==> src/design/gb_pkg.sv <==
// shared types, constants and helpers for the 5x5 gaussian blur
package gb_pkg;

  localparam int PIX_W      = 32;
  localparam int RGB_W      = 24;
  localparam int NTAP       = 25;
  localparam int NGRP       = 6;
  localparam int WGT_W      = 16;
  localparam int GSUM_W     = 11;
  localparam int PROD_W     = 27;
  localparam int ACC_W      = 30;
  localparam int LINE_W     = 4 * RGB_W;
  localparam int CFG_IDX_W  = 4;
  localparam int CFG_DATA_W = 16;
  localparam int QDEPTH     = 8;
  localparam int QAW        = 3;
  localparam int QCW        = 4;
  localparam int FLY_W      = 3;

  localparam int WIDTH_RESET  = 1024;
  localparam int HEIGHT_RESET = 768;

  // register indexes
  localparam logic [CFG_IDX_W-1:0] REG_WIDTH    = 4'd0;
  localparam logic [CFG_IDX_W-1:0] REG_HEIGHT   = 4'd1;
  localparam logic [CFG_IDX_W-1:0] REG_W_CENTER = 4'd2;
  localparam logic [CFG_IDX_W-1:0] REG_W_D8     = 4'd7;

  localparam logic [WGT_W-1:0] WGT_RESET [NGRP] = '{
    16'd3246, 16'd3070, 16'd2904, 16'd2599, 16'd2459, 16'd2081
  };

  typedef logic [RGB_W-1:0] rgb_t;
  typedef logic [NTAP-1:0][RGB_W-1:0] taps_t;

  typedef struct packed {
    logic pix;
    logic emit;
    logic border;
    logic fend;
  } job_t;

  typedef struct packed {
    logic [7:0] red;
    logic [7:0] green;
    logic [7:0] blue;
    logic [7:0] alpha;
    logic       fend;
  } res_t;

  // weight group of a tap by squared distance from the center
  function automatic logic [2:0] tap_group(input int k);
    int di;
    int dj;
    int dsq;
    logic [2:0] g;
    di  = k / 5 - 2;
    dj  = k % 5 - 2;
    dsq = di * di + dj * dj;
    case (dsq)
      0:       g = 3'd0;
      1:       g = 3'd1;
      2:       g = 3'd2;
      4:       g = 3'd3;
      5:       g = 3'd4;
      default: g = 3'd5;
    endcase
    return g;
  endfunction

endpackage

==> src/design/gb_queue.sv <==
// result queue between the arithmetic pipeline and the output channel
module gb_queue (
  input  logic                    clk,
  input  logic                    rst_n,
  input  logic                    push,
  input  gb_pkg::res_t            din,
  input  logic                    pop,
  output gb_pkg::res_t            dout,
  output logic                    not_empty,
  output logic [gb_pkg::QCW-1:0]  cnt_r
);

  localparam int QAW = gb_pkg::QAW;

  gb_pkg::res_t   mem [gb_pkg::QDEPTH];
  logic [QAW-1:0] wptr_r;
  logic [QAW-1:0] rptr_r;

  always_ff @(posedge clk) begin
    if (push) begin
      mem[wptr_r] <= din;
    end
  end

  always_ff @(posedge clk) begin
    if (!rst_n) begin
      wptr_r <= '0;
      rptr_r <= '0;
      cnt_r  <= '0;
    end else begin
      if (push) begin
        wptr_r <= wptr_r + QAW'(1);
      end
      if (pop) begin
        rptr_r <= rptr_r + QAW'(1);
      end
      if (push && !pop) begin
        cnt_r <= cnt_r + gb_pkg::QCW'(1);
      end else if (pop && !push) begin
        cnt_r <= cnt_r - gb_pkg::QCW'(1);
      end
    end
  end

  assign dout      = mem[rptr_r];
  assign not_empty = cnt_r != '0;

endmodule

==> config.mk <==
export PLATFORM = sky130hd
export DESIGN_NAME = gb_queue
export DESIGN_NICKNAME = d
export VERILOG_FILES = /design/src/design/gb_pkg.sv /design/src/design/gb_queue.sv
export SDC_FILE = /design/constraint.sdc
export NUM_CORES = 1
export LEC_CHECK = 0
export BUFFER_PORTS_ARGS = -buffer_cell sky130_fd_sc_hd__buf_2
export CAP_MARGIN = 20
export CORE_MARGIN = 3
export CORE_UTILIZATION = 54
export DETAILED_ROUTE_END_ITERATION = 6
export GPL_TIMING_DRIVEN = 1
export PLACE_DENSITY = 0.75
export SYNTH_ARGS = -nofsm -noshare
export SYNTH_HDL_FRONTEND = slang
export SYNTH_SLANG_ARGS = --single-unit
==> constraint.sdc <==
create_clock -name clk -period 3.15 [get_ports clk]
set_input_delay 0.315 -clock clk [delete_from_list [all_inputs] [get_ports clk]]
set_output_delay 0.315 -clock clk [all_outputs]
set_load 0.01 [all_outputs]
==> flow_summary.ini <==
[outcome]
run_status = finished, final reports clean

[sta]
relSlewSlack_pct = 57.7
whs_ns = 0.0545
tightest_slew_ns = 0.633
drv_slew = 0
fin_setup_tns_ns = 0
setup_viol = 0
max_freq_mhz = 360
fin_crit_ns = 2.78
period_share_pct = 88.2
rsz0062_at_grt = no
hold_viol = 0
fin_skew_ns = 0.0131

[setup_path]
crit_buf_inv = 2
crit_type = reg2out
required_ns = 2.83
critPathMaxStageDelay_ns = 0.57
r2r_start = wptr_r[1]$_SDFFE_PN0P_
cp-start-kind = flip-flop
cp_max_fo = 60
crit_chain = buf_12, mux4_2, mux2_2, buf_2
endpoint_kind = primary output
critPathTopFamily = multiplexers
slowest_stage = mux4_2
arrival_ns = 2.46

[grt]
grt_pass1_wl_um = 30300
grt_pass1_vias = 5175
antenna_found_initial = 2
grt_max_degree = 61
grt-ovfl-total = 0
grt_use_total_pct = 18.4

[power]
comb_power_share_pct = 8.5
p_leak_nw = 3.97
internal_power_mw = 6.21
clockPowerShare_pct = 38.5
power_mw = 7.86
powerDensity_nw_per_um2 = 642
irDropWorstVdd_uv = 436
switching_share_pct = 21.0
p_seq_share_pct = 53.0
p_sw_mw = 1.65

[yosys]
yosysSeqAreaShare_pct = 77.6
ys_ff_latch = 277
async_flop_share_pct = 0
synth.area.top_cells = edfxtp_1 (75%), mux4_2 (13%), mux2_2 (3.5%)
yosys.area.top_type = edfxtp_1
synth_cell_types = 28
synth_top_area_share_pct = 75.1
synthFlopType = edfxtp_1
yosysWarnings = 0
syn_inst = 449
syn_area_um2 = 10600
synth_edf_count = 264
syn_nets = 492
synth.avg_cell_area_um2 = 23.5

[clocking]
cts_resized = 0
hold_buffers = 0
clk_transition_reported_paths_ns = 0.06
root_buffer = clkbuf_16
htreeDepth = 1
clkSinkCount = 277
insertion_delay_ns = 0.52
cts_made_buffers = 28
cts_tree = done
clk_path_buf_depth = 3
post-cts-setup-buffers = 0

[layout]
fin_nets = 591
syn2layout_area_growth_pct = 16.1
multi_input_area_um2 = 2300
stdcell_area_um2 = 12300
drive_above_1_share_pct = 40.0
fillers = 1215
regArea_um2 = 8190
fin_util_pct = 64.6

[job]
max_cap_violations = 0

[routing]
vias = 4766
totalWireLength_um = 19200
routed_wire_length_per_instance_um = 23.1
ant_nets = 0
routed_via_density = 5.73
dr.pass1.iters = 4
drc = 0
drt_iter0_markers = 320

[min_path]
min_path_type = in2reg
hold_start = din[32]

[die]
dieArea_um2 = 21300
core_area_um2 = 19000
die_y_um = 146
die_w_um = 146
ioPinCount = 75
initial_utilization_pct = 55.7
core.rowCount = 50

[placement]
dpl.hpwl_um = 10900
place.gp.congestion = 0.708
io_buffers = 74
place_area_um2 = 11400
cell usage in the layout (no fill, tap or decap), drive strengths merged, types with 2 or more instances in the layout:
| master | Yosys | layout |
|---|---|---|
| mux2i | 4 | 4 |
| diode | 0 | 2 |
| clkinv | 0 | 14 |
| ha | 5 | 5 |
| xnor2 | 4 | 4 |
| mux2 | 33 | 33 |
| nor3 | 2 | 2 |
| clkbuf | 8 | 36 |
| mux4 | 66 | 66 |
| nor2 | 7 | 7 |
| dfxtp | 13 | 13 |
| edfxtp | 264 | 264 |
| nor2b | 3 | 3 |
| inv | 2 | 2 |
| and2 | 6 | 6 |
| nand2 | 6 | 6 |
| buf | 12 | 89 |
| nand2b | 5 | 5 |
final timing paths:
check                           depth (start not counted)  slack, ns                     to
worst min register to register                          2       0.49  cnt_r[3]$_SDFFE_PN0P_
worst max-delay path                                    4       0.37                dout[4]
worst max register to register                          3       1.28   mem[2][27]$_DFFE_PP_
worst min-delay path                                    1       0.05   mem[0][32]$_DFFE_PP_
cells in the mapped netlist, types with 2 or more instances:
cell type and instances:
ha_1 5, mux2_2 33, inv_1 2, buf_6 5
nand2_1 6, dfxtp_1 13, mux4_1 6, and2_1 6
xnor2_1 4, nor2b_1 3, nand2b_1 5, mux4_2 60
buf_2 6, nor3_1 2, mux2i_1 4, clkbuf_1 8
edfxtp_1 264, nor2_1 7
power by group through the flow:
stage	Combinational (mW)	Sequential (mW)	Clock [mW]
6_report	0.669	4.17	3.03
5_1_grt	0.726	4.17	3.24
4_1_cts	0.682	4.17	3.08
3_5_place_dp	0.676	4.24	0
3_3_place_gp	0.657	4.23	0
2_1_floorplan	0.442	4.23	0
layout make-up:
cell class / count / share of cell area, %
flip-flops and latches: 277 / 66.9
multi-input cells: 150 / 18.8
clock buffers: 36 / 6.14
repair buffers: 89 / 4.66
well taps: 260 / 2.65
clock inverters: 16 / 0.776
inverters: 2 / 0.0613
diodes: 2 / 0.0408
worst reg2reg max path, delay by kind of cell, from the launching register on:
family | cells | cell delay [ns]
AND/OR/NAND/NOR | 2 | 0.77
flip-flops | 1 | 0.53
buffers and inverters | 1 | 0.26
per-layer routing:
| metal | routed length (um) | vias up | GRT usage [%] |
|---|---|---|---|
| met5 | 0 | - | 0 |
| met4 | 446 | 0 | 5.13 |
| met3 | 1020 | 37 | 3.49 |
| met2 | 9770 | 142 | 31.6 |
| met1 | 8010 | 2501 | 24.5 |
| li1 | - | 2086 | - |
sequential cells by signal, indices dropped and copies added, names as in the netlist, named ones only:
register  count
wptr_r        3
cnt_r         4
rptr_r        3
mem         264
cell families (layout without fill, tap and decap cells):
family	after synthesis	count (layout)	synth area share [%]
compound gates	5	5	0.296
xor+xnor	5	5	0.415
fa+ha+maj	6	6	0.783
buf+inv	22	143	1.21
flops	277	277	77.6
mux	103	103	18.2
other cells	0	2	0
simple gates	31	31	1.51
per-stage QoR:
stage | worst slack, ns | cells
floorplan | 0.787 | 449
global placement | 0.914 | 778
detailed placement | 0.892 | 778
CTS | 0.322 | 830
global route | 0.229 | 832
finish | 0.373 | 832
(Power assumes the default switching activity.)
